**src/sv/lant_ram.sv**
```systemverilog
module lant_ram #(
	parameter int WIDTH = 8,
	parameter int DEPTH = 16
) (
	input  logic                     clk,
	input  logic                     we,
	input  logic [$clog2(DEPTH)-1:0] waddr,
	input  logic [WIDTH-1:0]         wdata,
	input  logic                     re,
	input  logic [$clog2(DEPTH)-1:0] raddr,
	output logic [WIDTH-1:0]         rdata
);

	logic [WIDTH-1:0] mem [DEPTH];

	always_ff @(posedge clk) begin
		if (we) begin
			mem[waddr] <= wdata;
		end
		if (re) begin
			rdata <= mem[raddr];
		end
	end

endmodule

```
**config.mk**
```make
export PLATFORM = sky130hd
export DESIGN_NAME = lant_ram
export DESIGN_NICKNAME = d
export VERILOG_FILES = /design/src/sv/lant_ram.sv
export SDC_FILE = /design/constraint.sdc
export NUM_CORES = 1
export LEC_CHECK = 0
export BUFFER_PORTS_ARGS = -buffer_cell sky130_fd_sc_hd__buf_2
export CAP_MARGIN = 30
export CORE_MARGIN = 1.5
export CORE_UTILIZATION = 54
export CTS_CLUSTER_SIZE = 10
export DETAILED_ROUTE_END_ITERATION = 10
export PLACE_DENSITY = 0.77
export RECOVER_POWER = 100
export SLEW_MARGIN = 0
export SYNTH_ARGS = -nofsm -noshare
export SYNTH_HDL_FRONTEND = slang
export SYNTH_SLANG_ARGS = --single-unit
```
**constraint.sdc**
```tcl
create_clock -name clk -period 2 [get_ports clk]
set_input_delay 0.4 -clock clk [delete_from_list [all_inputs] [get_ports clk]]
set_output_delay 0.4 -clock clk [all_outputs]
set_load 0.01 [all_outputs]
```
### Word level (Yosys, flattened, before mapping)

Memories as Yosys holds them, arrays and structs flattened. A register that Yosys moved wholly into a read port is not among the register bits.
Index checks and enable logic that the tools add are counted.

* register bits: 0
* RAM bits: 128
* output and inout port bits: 8
* memories kept: 1

* muxes and demuxes: 2

Memory list
* mem: words 16, bits a word 8, rd ports 1, clocked after Yosys merged registers in 1, write ports 1, line 14 `logic [WIDTH-1:0] mem [DEPTH];`

Operators with widths (count)
* 1-bit two-way mux: 2

### Longest topological paths before layout

Gate-level depths: netlist of the first run.

* depth after elaboration: 2
* depth in mapped cells: 5

### Worst setup path before layout of the first run

Ideal clock, no wire load.

* path type: input to register
* start: input port waddr[2]
* end: memory mem[0][0] (enable)
* data arrival time: 1510 ps
* data required time: 1617 ps
* setup slack: 107 ps
* cell stages on the path: 2
* cells stage by stage: or3b_2 nor3_1

RTL lines
* start: declaration: line 7 `input logic [$clog2(DEPTH)-1:0] waddr,`
* end: declaration: line 14

Straight into the memory's write port.

### Final worst setup path of the first run

* start: input port we
* end: memory mem[0][2] (enable)

* word-level cells in the longest chain between the ends: 2

RTL lines
* start: declaration: line 6 `input logic we,`
* 1-bit two-way mux: line 17 `if (we) begin`
* 1-bit two-way mux (implied by the code): line 18 `mem[waddr] <= wdata;`

No other way between the ends.

==> impl_results.md, run 1 <==
* Outcome: finished clean
* Transition at the pin with the smallest max-transition slack at between 0.7 and 0.8 ns
* Count of pins over their slew limit at 0
* Syn Area/Cell at 22.8 µm²
* Die footprint at 10,300 µm²
* Number of buffers created by CTS at 17
* Share of the clock period used by the worst path at 0.770
* Part of the power in combinational logic at 0.045
* Maximum number of pins on one net before global-route repair at 33
* Worst min-delay path class: primary input to flip-flop
* Number of DRC markers in iteration 0 at 243
* Count of vias placed by the detailed router at 2,531
* Adder and majority cell fraction of the synthesized area at 0
* Register area share after synthesis at 0.781
* Port bufs at 26
* Clock root cell: sky130_fd_sc_hd__clkbuf_8
* Multiplexer fraction of the synthesized cell area at 0.148
* Hpwl dp at around 6200 µm
* Worst Slack Setup Final at around 0.46 ns
* Headroom to the max-slew limit at 0.486
* Max-cap violations at 0
* DRC Markers at 0
* Main combinational cell family by area after synthesis: multiplexers
* Post-CTS Hold Buffers at 0
* Post-synthesis net count at 248
* Number of hold violations in the final report at 0
* GRT Util Overall at 0.215
* Number of antenna violations at the first check in global routing at 0
* Worst-case vdd ir drop at 0.000919 V
* I/O pin count at 27
* Unrepaired setup endpoints after global routing: no
* Antenna-violating nets left at 0
* Via count of the first global-routing pass at 2,564
* Internal power consumption at between 5 and 6 mW
* Nets at 305
* Count of cell types in the netlist at 18
* Kind of start point of the critical path: primary input
* Endpoints failing setup at 0
* Inserted Diodes at 0
* Weighted congestion reported at the end of routability-driven placement at 0.766
* Total of warnings raised by yosys at 0
* Critical path arrival at 1.68 ns
* Worst setup skew after layout at between 0.009 and 0.01 ns
* Quantity of gates resized following cts at 0
* Vertical die dimension at 101 µm
* Post-route design area at 6150 µm²
* Setup fix buffers added after clock tree synthesis at 0
* Buffer levels on the longest clock path at 2
* Ratio of total power to cell area at 1070 nW/µm²
* Number of H-tree levels at 4
* Final Routed Wirelength at 10,000 µm
* Synthesis-stage register bit count at 136
* Number of iterations in the first detailed-routing pass at 5
* Wire length of the first global-routing pass at 15,200 µm
* Clock input transition at the sequential cells of the worst setup and hold paths at 0.06 ns
* Total gr overflow at 0
* Element type at the critical path end: flip-flop
* Maximum fanout along the worst path at 8
* Post-synthesis share of cell area spent on and, or, nand and nor gates at 0.0314
* Area overhead of the layout relative to synthesis at 17.7%
* Max frequency at 649 MHz
* Proportion of power drawn by the clock network at 0.464
* Fraction of layout cells with a size suffix above 1 at 0.204
* Cell area reported after detailed placement at 5650 µm²
* Portion of total power attributed to sequential cells at 0.491
* Clock Sinks at between 100 and 150
* Clock latency on the worst-skew pair at 0.51 ns
* Chip width at 101 µm
* Finished Layout Cells at 428
* Fraction of power spent switching nets at 0.205
* Share of the synthesized area in compound gates (AO/OA/AOI/OAI) at 0.0230
* Clock period minus worst slack at 1.54 ns
* Post-synthesis xor/xnor area fraction at 0
* Drt via density at 5.91
* Effective utilization at floorplan at 0.560
* Switching power at 1.35 mW
* Area of the core at about 9300 µm²
* WP data required at 2.14 ns
* Leak Pwr at 2.00 nW
* Critical path type: primary input to flip-flop
* Post-placement cell count at 396
* Post-Syn Area at between 5000 and 6000 µm²
* Cell count after synthesis at 229
* Wirelength per Cell at 23.4 µm
* Post-placement setup slack at -0.0547 ns
* Core Rows at 35
* Clock tree from TritonCTS: built
[power groups by stage]
stage	logic [mW]	clock network [mW]	registers, mW
2_1_floorplan	0.162	0	3.29
3_3_place_gp	0.302	0	3.29
3_5_place_dp	0.309	0	3.29
4_1_cts	0.313	3.09	3.23
5_1_grt	0.322	3.21	3.24
6_report	0.297	3.06	3.23
[layout make-up]
| cell class | instances | area [µm²] |
|---|---|---|
| fill | 602 | 3180 |
| multi-input combinational | 83 | 1060 |
| clock inverter | 15 | 176 |
| sequential | 136 | 4080 |
| timing repair buffer | 48 | 258 |
| tap | 129 | 161 |
| clock buffer | 17 | 414 |
[critical path, cell delays in order]
cell and delay [ns]:
sky130_fd_sc_hd__clkbuf_1 0.13, sky130_fd_sc_hd__or3b_2 0.51, sky130_fd_sc_hd__nor3_1 0.16, sky130_fd_sc_hd__clkbuf_1 0.48
[metal layers]
metal,part of all wire,global-route usage,vias up
li1,-,-,1096
met1,0.40,0.311,1279
met2,0.49,0.327,144
met3,0.090,0.0449,12
met4,0.017,0.0876,0
met5,0,0,-
[Yosys cell counts]
library cell                      number  area (µm²)
sky130_fd_sc_hd__nand3b_1              2        15.0
sky130_fd_sc_hd__nor3_1                4        20.0
sky130_fd_sc_hd__nor2b_1               1        6.26
sky130_fd_sc_hd__clkdlybuf4s25_2       3        30.0
sky130_fd_sc_hd__buf_2                 3        15.0
sky130_fd_sc_hd__a22oi_1              16         120
sky130_fd_sc_hd__or3b_2                1        8.76
sky130_fd_sc_hd__and2_1                1        6.26
sky130_fd_sc_hd__buf_4                 1        7.51
sky130_fd_sc_hd__mux4_1               14         368
sky130_fd_sc_hd__nand3_1               1        5.00
sky130_fd_sc_hd__nor2_1               13        48.8
sky130_fd_sc_hd__and2b_1               1        7.51
sky130_fd_sc_hd__edfxtp_1            136        4080
sky130_fd_sc_hd__nand2_1               9        33.8
sky130_fd_sc_hd__mux4_2               18         405
sky130_fd_sc_hd__buf_6                 3        33.8
sky130_fd_sc_hd__nand2b_1              2        12.5
[layout by cell type (no fill, tap or decap), types with 3 or more instances in the layout]
cell type | netlist | final
sky130_fd_sc_hd__a22oi_1 | 16 | 16
sky130_fd_sc_hd__buf_12 | 0 | 4
sky130_fd_sc_hd__buf_2 | 3 | 4
sky130_fd_sc_hd__bufinv_16 | 0 | 3
sky130_fd_sc_hd__clkbuf_1 | 0 | 38
sky130_fd_sc_hd__clkbuf_16 | 0 | 16
sky130_fd_sc_hd__clkinv_2 | 0 | 4
sky130_fd_sc_hd__clkinvlp_4 | 0 | 3
sky130_fd_sc_hd__edfxtp_1 | 136 | 136
sky130_fd_sc_hd__inv_6 | 0 | 3
sky130_fd_sc_hd__mux4_1 | 14 | 14
sky130_fd_sc_hd__mux4_2 | 18 | 18
sky130_fd_sc_hd__nand2_1 | 9 | 9
sky130_fd_sc_hd__nor2_1 | 13 | 13
sky130_fd_sc_hd__nor3_1 | 4 | 4
[cells by family after synthesis]
kind of cell	after synthesis
AO/OA/AOI/OAI	16
buffers and inverters	10
flip-flops	136
multiplexers	32
AND/OR/NAND/NOR	35
[stage by stage]
step	setup TNS, ns	util	hold slack [ns]	total power [mW]
2_1_floorplan	0	-	0.499	3.45
3_3_place_gp	-0.0610	0.606	0.733	3.59
3_5_place_dp	-0.0547	0.606	0.745	3.60
4_1_cts	0	0.669	0.247	6.64
5_1_grt	0	0.659	0.404	6.77
6_report	0	0.659	0.375	6.59
[worst paths after layout]
| path | from | end | slack [ns] | cells after the start |
|---|---|---|---|---|
| setup / recovery | we | mem[0][2] | 0.46 | 4 |
| setup reg to reg | mem[3][6] | rdata[6] | 0.48 | 3 |
| hold reg to reg | mem[14][7] | rdata[7] | 0.75 | 3 |
| hold / removal | re | rdata[1] | 0.37 | 1 |
[registers in the layout, indices dropped and copies added, names as in the netlist]
signal  cells
mem       128
rdata       8
(Power assumes the default switching activity.)
==> run 2: changes to the inputs <==
--- a/config.mk
+++ b/config.mk
@@ -8,10 +8,10 @@
 export BUFFER_PORTS_ARGS = -buffer_cell sky130_fd_sc_hd__buf_2
 export CAP_MARGIN = 30
 export CORE_MARGIN = 1.5
-export CORE_UTILIZATION = 54
+export CORE_UTILIZATION = 60
 export CTS_CLUSTER_SIZE = 10
 export DETAILED_ROUTE_END_ITERATION = 10
-export PLACE_DENSITY = 0.77
+export PLACE_DENSITY = 0.81
 export RECOVER_POWER = 100
 export SLEW_MARGIN = 0
 export SYNTH_ARGS = -nofsm -noshare
==> constraint.sdc (replaced) <==
create_clock -name clk -period 1.6 [get_ports clk]
set_input_delay 0.32 -clock clk [delete_from_list [all_inputs] [get_ports clk]]
set_output_delay 0.32 -clock clk [all_outputs]
set_load 0.01 [all_outputs]
==> run 2 against run 1 <==
Net effect: utilization rose by 8.2 points; sequential share of layout area down 0.36 points; combinational power rose by 30%; routed wire length grew 9.8%; largest power group is now the clock network; highest routed layer unchanged.
==> impl_results.md, run 2 (same netlist as run 1, synthesis figures left out) <==
* Outcome: finished clean
* Number of hold violations in the final report at 0 (unchanged)
* Antenna-violating nets left at 0 (unchanged)
* Wirelength per Cell at 27.2 µm (+16%)
* Element type at the critical path end: flip-flop
* Endpoints failing setup at 0 (unchanged)
* Hpwl dp at 6470 µm (+3.7%)
* Number of antenna violations at the first check in global routing at 0 (unchanged)
* Die footprint at 9280 µm² (-9.7%)
* Beginning of the critical path: mem[10][3]
* Flip-flop count of the largest register after layout at 128 (unchanged)
* FF-to-FF path depth at 3 (unchanged)
* Number of buffers created by CTS at 17 (unchanged)
* Maximum fanout along the worst path at 1 (-7)
* Total gr overflow at 0 (unchanged)
* Weighted congestion reported at the end of routability-driven placement at 0.751 (-1.9%)
* Largest registers: mem (128), rdata (8)
* Overall power of the completed layout at 8.51 mW (+29%)
* Delay of the slowest cell on the worst path at 0.56 ns (+0.05 ns)
* Count of pins over their slew limit at 0 (unchanged)
* Wire length of the first global-routing pass at 16,400 µm (+8.2%)
* Met3 track demand over resource in global routing at 0.0758 (+0.0310)
* Register with the most flip-flops: mem
* Clock tree from TritonCTS: built
* Effective utilization at floorplan at 0.627 (+0.0663)
* Critical path cell sequence: mux4_1, a22oi_2, nand2_1
* Fraction of layout cells with a size suffix above 1 at 0.210 (+0.00599)
* Chip width at 96.3 µm (-5.0%)
* Via count of the first global-routing pass at 2,702 (+5.4%)
* Port bufs at 26 (unchanged)
* Endpoint of the most critical register-to-register path: rdata[3]
* Drt via density at 6.41 (+8.4%)
* Worst min-delay path class: primary input to flip-flop
* Clock input transition at the sequential cells of the worst setup and hold paths at 0.06 ns (about the same)
* Nets at 307 (+0.66%)
* GRT Util Overall at 0.275 (+0.0596)
* DRC Markers at 0 (unchanged)
* Number of iterations in the first detailed-routing pass at 4 (-1)
* Post-placement setup slack at -0.263 ns (-0.208 ns)
* Inserted Diodes at 0 (unchanged)
* WP data required at 1.86 ns (-0.28 ns)
* Worst-case vdd ir drop at 0.00120 V (+30%)
* Critical path capture point: rdata[3]
* Library cell contributing the largest single delay on the critical path: sky130_fd_sc_hd__mux4_1
* Flop-to-flop setup slack at 0.07 ns (-0.41 ns)
* Met2 global-route usage at 0.442 (+0.116)
* Maximum number of pins on one net before global-route repair at 17 (-48%)
* Critical path arrival at 1.80 ns (+0.12 ns)
* Count of vias placed by the detailed router at 2,595 (+2.5%)
* Number of DRC markers in iteration 0 at 343 (+41%)
* Setup TNS at 0 ns (unchanged)
* Global-route layer with the greatest usage: met2
* Most frequent cells in the layout: sky130_fd_sc_hd__edfxtp_1, sky130_fd_sc_hd__clkbuf_1, sky130_fd_sc_hd__mux4_2
* Final Routed Wirelength at 11,000 µm (+9.8%)
* Worst Slack Setup Final at 0.0662 ns (-0.393 ns)
* Headroom to the max-slew limit at 0.467 (-0.0194)
* Filler instances at 474 (-21%)
* Clock root cell: sky130_fd_sc_hd__clkbuf_8
* Clock latency on the worst-skew pair at 0.52 ns (about the same)
* Area overhead of the layout relative to synthesis at 18.3%
* Core Rows at 33 (-5.7%)
* Max frequency at 652 MHz
* Worst setup skew after layout at 0.00675 ns (-0.00227 ns)
* Leak Pwr at 2.04 nW (+2.0%)
* Buffer levels on the longest clock path at 2 (unchanged)
* Critical path type: flip-flop to flip-flop
* Unrepaired setup endpoints after global routing: no
* Finished Layout Cells at 405 (-5.4%)
* Max-cap violations at 0 (unchanged)
* Worst hold margin at 0.293 ns (-0.0820 ns)
* Critical register-to-register path startpoint: mem[10][3]
* Most frequent standard cell in the layout excluding fill and tap cells: sky130_fd_sc_hd__edfxtp_1
* Area of the core at 8340 µm² (-11%)
* Clock period minus worst slack at 1.53 ns
* Min-Delay Path Depth at 1 (unchanged)
* Kind of start point of the critical path: flip-flop
* Vertical die dimension at 96.3 µm (-5.0%)
* Setup fix buffers added after clock tree synthesis at 0 (unchanged)
* Post-placement cell count at 374 (-5.6%)
* Transition at the pin with the smallest max-transition slack at 0.800 ns (+0.0292 ns)
* Number of H-tree levels at 4 (unchanged)
* Ratio of total power to cell area at 1380 nW/µm² (+28%)
* Clock Sinks at 136 (unchanged)
* I/O pin count at 27 (unchanged)
* Share of the clock period used by the worst path at 0.959
* Met1 Use GR at 0.355 (+0.0438)
==> run 2: changes by cell type in the layout (fill, tap and decap cells not counted) <==
cell and delta:
sky130_fd_sc_hd__clkinv_1 +1, sky130_fd_sc_hd__clkinv_2 -1, sky130_fd_sc_hd__inv_6 -3, sky130_fd_sc_hd__buf_2 +3, sky130_fd_sc_hd__clkinvlp_4 -3, sky130_fd_sc_hd__buf_12 +1
sky130_fd_sc_hd__a22oi_2 +1, sky130_fd_sc_hd__bufinv_16 +2, sky130_fd_sc_hd__clkbuf_1 -1, sky130_fd_sc_hd__clkinv_4 +2, sky130_fd_sc_hd__a22oi_1 -1
==> run 2: final cells by class <==
cell class / instances / area (µm²) / share of cell area
clock inverters: 13 / 204 / 0.0330
well taps: 105 / 131 / 0.0212
clock buffers: 18 / 418 / 0.0676
flip-flops and latches: 136 / 4080 / 0.660
repair buffers: 50 / 285 / 0.0461
multi-input cells: 83 / 1060 / 0.172
==> run 2: worst min-delay path by stage <==
stage	startpoint	to
6_report	wdata[3]	mem[4][3]
5_1_grt	re	rdata[1]
4_1_cts	wdata[3]	mem[9][3]
3_5_place_dp	wdata[3]	mem[12][3]
3_3_place_gp	wdata[3]	mem[14][3]
2_1_floorplan	wdata[0]	mem[0][0]
==> run 2: critical path: cells and delay by family (launching register included) <==
kind | cells | cell delay (ns)
simple gates | 1 | 0.09
compound gates | 1 | 0.23
mux | 1 | 0.56
flops | 1 | 0.40
==> run 2: what timing repair did <==
| item | 4_1_cts | 5_1_grt |
|---|---|---|
| resized for setup | 0 | 1 |
| endpoints found under the setup margin | 0 | 1 |
| hold buffers | 0 | 0 |
| endpoints found under the hold margin | 0 | 0 |
==> run 2: per-layer routing <==
layer,vias up,wire [µm]
met1,1314,4230
li1,1106,-
met3,28,875
met2,147,5640
met5,-,0
met4,0,268
==> run 2: metrics by stage <==
stage | util | cell area, µm²
2_1_floorplan | - | 5240
3_3_place_gp | 0.677 | 5650
3_5_place_dp | 0.677 | 5650
4_1_cts | 0.752 | 6270
5_1_grt | 0.742 | 6180
6_report | 0.742 | 6180
==> run 2: where the power goes <==
group | internal (mW) | switching, mW
clock | 2.67 | 1.41
sequential | 4.02 | 0.0259
combinational | 0.160 | 0.225
==> run 3: changes to the inputs <==
--- a/config.mk
+++ b/config.mk
@@ -8,10 +8,10 @@
 export BUFFER_PORTS_ARGS = -buffer_cell sky130_fd_sc_hd__buf_2
 export CAP_MARGIN = 30
 export CORE_MARGIN = 1.5
-export CORE_UTILIZATION = 60
+export CORE_UTILIZATION = 55
 export CTS_CLUSTER_SIZE = 10
 export DETAILED_ROUTE_END_ITERATION = 10
-export PLACE_DENSITY = 0.81
+export PLACE_DENSITY = 0.76
 export RECOVER_POWER = 100
 export SLEW_MARGIN = 0
 export SYNTH_ARGS = -nofsm -noshare
==> run 3 against run 2 <==
Net effect: clock skew decreased by 0.0010 ns; clock-buffer cell count stayed put; worst setup slack improved by 0.029 ns; sequential share of layout area is 0.24 points lower; clock power shrank 5.4%; die area grew 8.8%; global-route usage down 4.7 points; cell count rose by 7.7%; sequential power about the same; critical path type unchanged; critical endpoint is now rdata[0]; largest cell class unchanged; largest power group is now sequential cells.
==> impl_results.md, run 3 (same netlist as run 1, synthesis figures left out) <==
* Post-placement cell count at 404 (+8.0%)
* I/O pin count at 27 (unchanged)
* Number of iterations in the first detailed-routing pass at 5 (+1)
* Chip width at 100 µm (+4.3%)
* Core Rows at 35 (+6.1%)
* Clock period minus worst slack at 1.51 ns (-0.0287 ns)
* Most frequent cells in the layout: sky130_fd_sc_hd__edfxtp_1, sky130_fd_sc_hd__clkbuf_1, sky130_fd_sc_hd__mux4_2
* Hold Crit Start: re
* Filler instances at 593 (+25%)
* Clock root cell: sky130_fd_sc_hd__clkbuf_8
* Unrepaired setup endpoints after global routing: no
* Endpoint of the most critical register-to-register path: rdata[0]
* Headroom to the max-slew limit at 0.508 (+0.0412)
* Endpoints failing setup at 0 (unchanged)
* Count of vias placed by the detailed router at 2,584 (-0.42%)
* Antenna-violating nets left at 0 (unchanged)
* Effective utilization at floorplan at 0.566 (-0.0610)
* Critical path type: flip-flop to flip-flop
* Clock tree from TritonCTS: built
* Kind of start point of the critical path: flip-flop
* Flip-flop count of the largest register after layout at 128 (unchanged)
* Most frequent standard cell in the layout excluding fill and tap cells: sky130_fd_sc_hd__edfxtp_1
* Critical path arrival at 1.78 ns (-0.02 ns)
* Clock input transition at the sequential cells of the worst setup and hold paths at 0.06 ns (about the same)
* WHS Endpoint: rdata[1]
* Register with the most flip-flops: mem
* Worst-case vdd ir drop at 0.000783 V (-35%)
* FF-to-FF path depth at 3 (unchanged)
* Port bufs at 26 (unchanged)
* DRC Markers at 0 (unchanged)
* Outcome: finished clean
* Buffer levels on the longest clock path at 2 (unchanged)
* Overall power of the completed layout at 8.28 mW (-2.6%)
* Worst Slack Setup Final at 0.0949 ns (+0.0287 ns)
* Share of the clock period used by the worst path at 0.941 (-0.0180)
* Maximum number of pins on one net before global-route repair at 22 (+5)
* Library cell contributing the largest single delay on the critical path: sky130_fd_sc_hd__mux4_1
* Leak Pwr at 2.03 nW (-0.36%)
* Via count of the first global-routing pass at 2,706 (+0.15%)
* Quantity of gates resized following cts at 0 (unchanged)
* Die footprint at 10,100 µm² (+8.8%)
* Hpwl dp at 6430 µm (-0.67%)
* Max frequency at 664 MHz (+1.9%)
* Delay of the slowest cell on the worst path at 0.52 ns (-0.04 ns)
* Worst min-delay path class: primary input to flip-flop
* Wire length of the first global-routing pass at 15,700 µm (-4.7%)
* Drt via density at 5.93 (-7.5%)
* Total gr overflow at 0 (unchanged)
* Final core utilization at 0.672 (-0.0698)
* Worst hold margin at 0.294 ns (+0.00117 ns)
* Critical path cell sequence: mux4_1, a22oi_1, nand2_1
* WP data required at 1.87 ns (about the same)
* Number of antenna violations at the first check in global routing at 0 (unchanged)
* Flop-to-flop setup slack at 0.09 ns (+0.03 ns)
* Number of DRC markers in iteration 0 at 197 (-43%)
* Ratio of total power to cell area at 1330 nW/µm² (-3.0%)
* Number of H-tree levels at 4 (unchanged)
* Worst setup skew after layout at 0.00572 ns (-0.00103 ns)
* Number of hold violations in the final report at 0 (unchanged)
* Critical register-to-register path startpoint: mem[1][0]
* Maximum fanout along the worst path at 1 (unchanged)
* Area of the core at 9240 µm² (+11%)
* Weighted congestion reported at the end of routability-driven placement at 0.823 (+9.5%)
* Clock latency on the worst-skew pair at 0.52 ns (about the same)
* Largest registers: mem (128), rdata (8)
* Wirelength per Cell at 24.0 µm (-12%)
* Clock Sinks at 136 (unchanged)
* Inserted Diodes at 0 (unchanged)
* Transition at the pin with the smallest max-transition slack at 0.736 ns (-0.0633 ns)
* Fraction of layout cells with a size suffix above 1 at 0.208 (-0.00153)
* Finished Layout Cells at 436 (+7.7%)
* Vertical die dimension at 100 µm (+4.3%)
* Area overhead of the layout relative to synthesis at 18.7%
* Final Routed Wirelength at 10,400 µm (-5.2%)
* Nets at 313 (+2.0%)
* Count of pins over their slew limit at 0 (unchanged)
* GRT Util Overall at 0.228 (-0.0469)
* Post-CTS Hold Buffers at 0 (unchanged)
* Element type at the critical path end: flip-flop
* Setup fix buffers added after clock tree synthesis at 0 (unchanged)
* Number of buffers created by CTS at 17 (unchanged)
* Post-placement setup slack at -0.290 ns (-0.0266 ns)
* Min-Delay Path Depth at 1 (unchanged)
* Max-cap violations at 0 (unchanged)
-- run 3: changes by cell type in the layout (fill, tap and decap cells not counted) --
cell / before / now
sky130_fd_sc_hd__clkinvlp_4: 0 / 1
sky130_fd_sc_hd__a22oi_2: 1 / 0
sky130_fd_sc_hd__clkinv_1: 1 / 0
sky130_fd_sc_hd__buf_2: 7 / 5
sky130_fd_sc_hd__clkbuf_1: 37 / 43
sky130_fd_sc_hd__a22oi_1: 15 / 16
sky130_fd_sc_hd__bufinv_16: 5 / 3
sky130_fd_sc_hd__inv_6: 0 / 3
sky130_fd_sc_hd__buf_4: 2 / 4
-- run 3: per-layer routing --
metal | wire, µm | GRT usage
met3 | 690 | 0.0589
met1 | 4430 | 0.312
met5 | 0 | 0
met4 | 166 | 0.0888
met2 | 5160 | 0.357
-- run 3: how the worst max path moves through the flow --
| stage | start | to | slack [ns] | cells past startpoint |
|---|---|---|---|---|
| after floorplan | raddr[0] | rdata[1] | 0.004 | 5 |
| after CTS | mem[1][0] | rdata[0] | 0.10 | 3 |
| final | mem[1][0] | rdata[0] | 0.09 | 3 |
| after global routing | mem[1][0] | rdata[0] | 0.04 | 3 |
| after global placement | raddr[0] | rdata[1] | -0.27 | 6 |
| after detailed placement | raddr[0] | rdata[5] | -0.29 | 5 |
-- run 3: final cells by class --
cell class                 instances  area (µm²)  area share
timing repair buffer              56         313      0.0504
sequential                       136        4080       0.658
multi-input combinational         83        1060       0.170
tap                              129         161      0.0260
clock buffer                      18         418      0.0673
clock inverter                    14         174      0.0280
-- run 3: per-stage QoR --
stage	instance area [µm²]	setup TNS [ns]
3_5_place_dp	5730	-1.82
3_3_place_gp	5730	-1.61
4_1_cts	6320	0
6_report	6210	0
2_1_floorplan	5240	0
5_1_grt	6210	0
-- run 3: power by group --
group          leakage [nW]  switching (mW)  total [mW]  internal [mW]
combinational         0.505           0.219       0.381          0.162
clock                 0.290            1.47        3.86           2.39
sequential             1.24          0.0231        4.04           4.02
total                  2.03            1.72        8.28           6.57
-- run 3: worst max-delay path, delay by kind of cell, from the launching register on --
family	cells	cell delay, ns
mux	1	0.52
compound gates	1	0.28
flops	1	0.37
simple gates	1	0.08
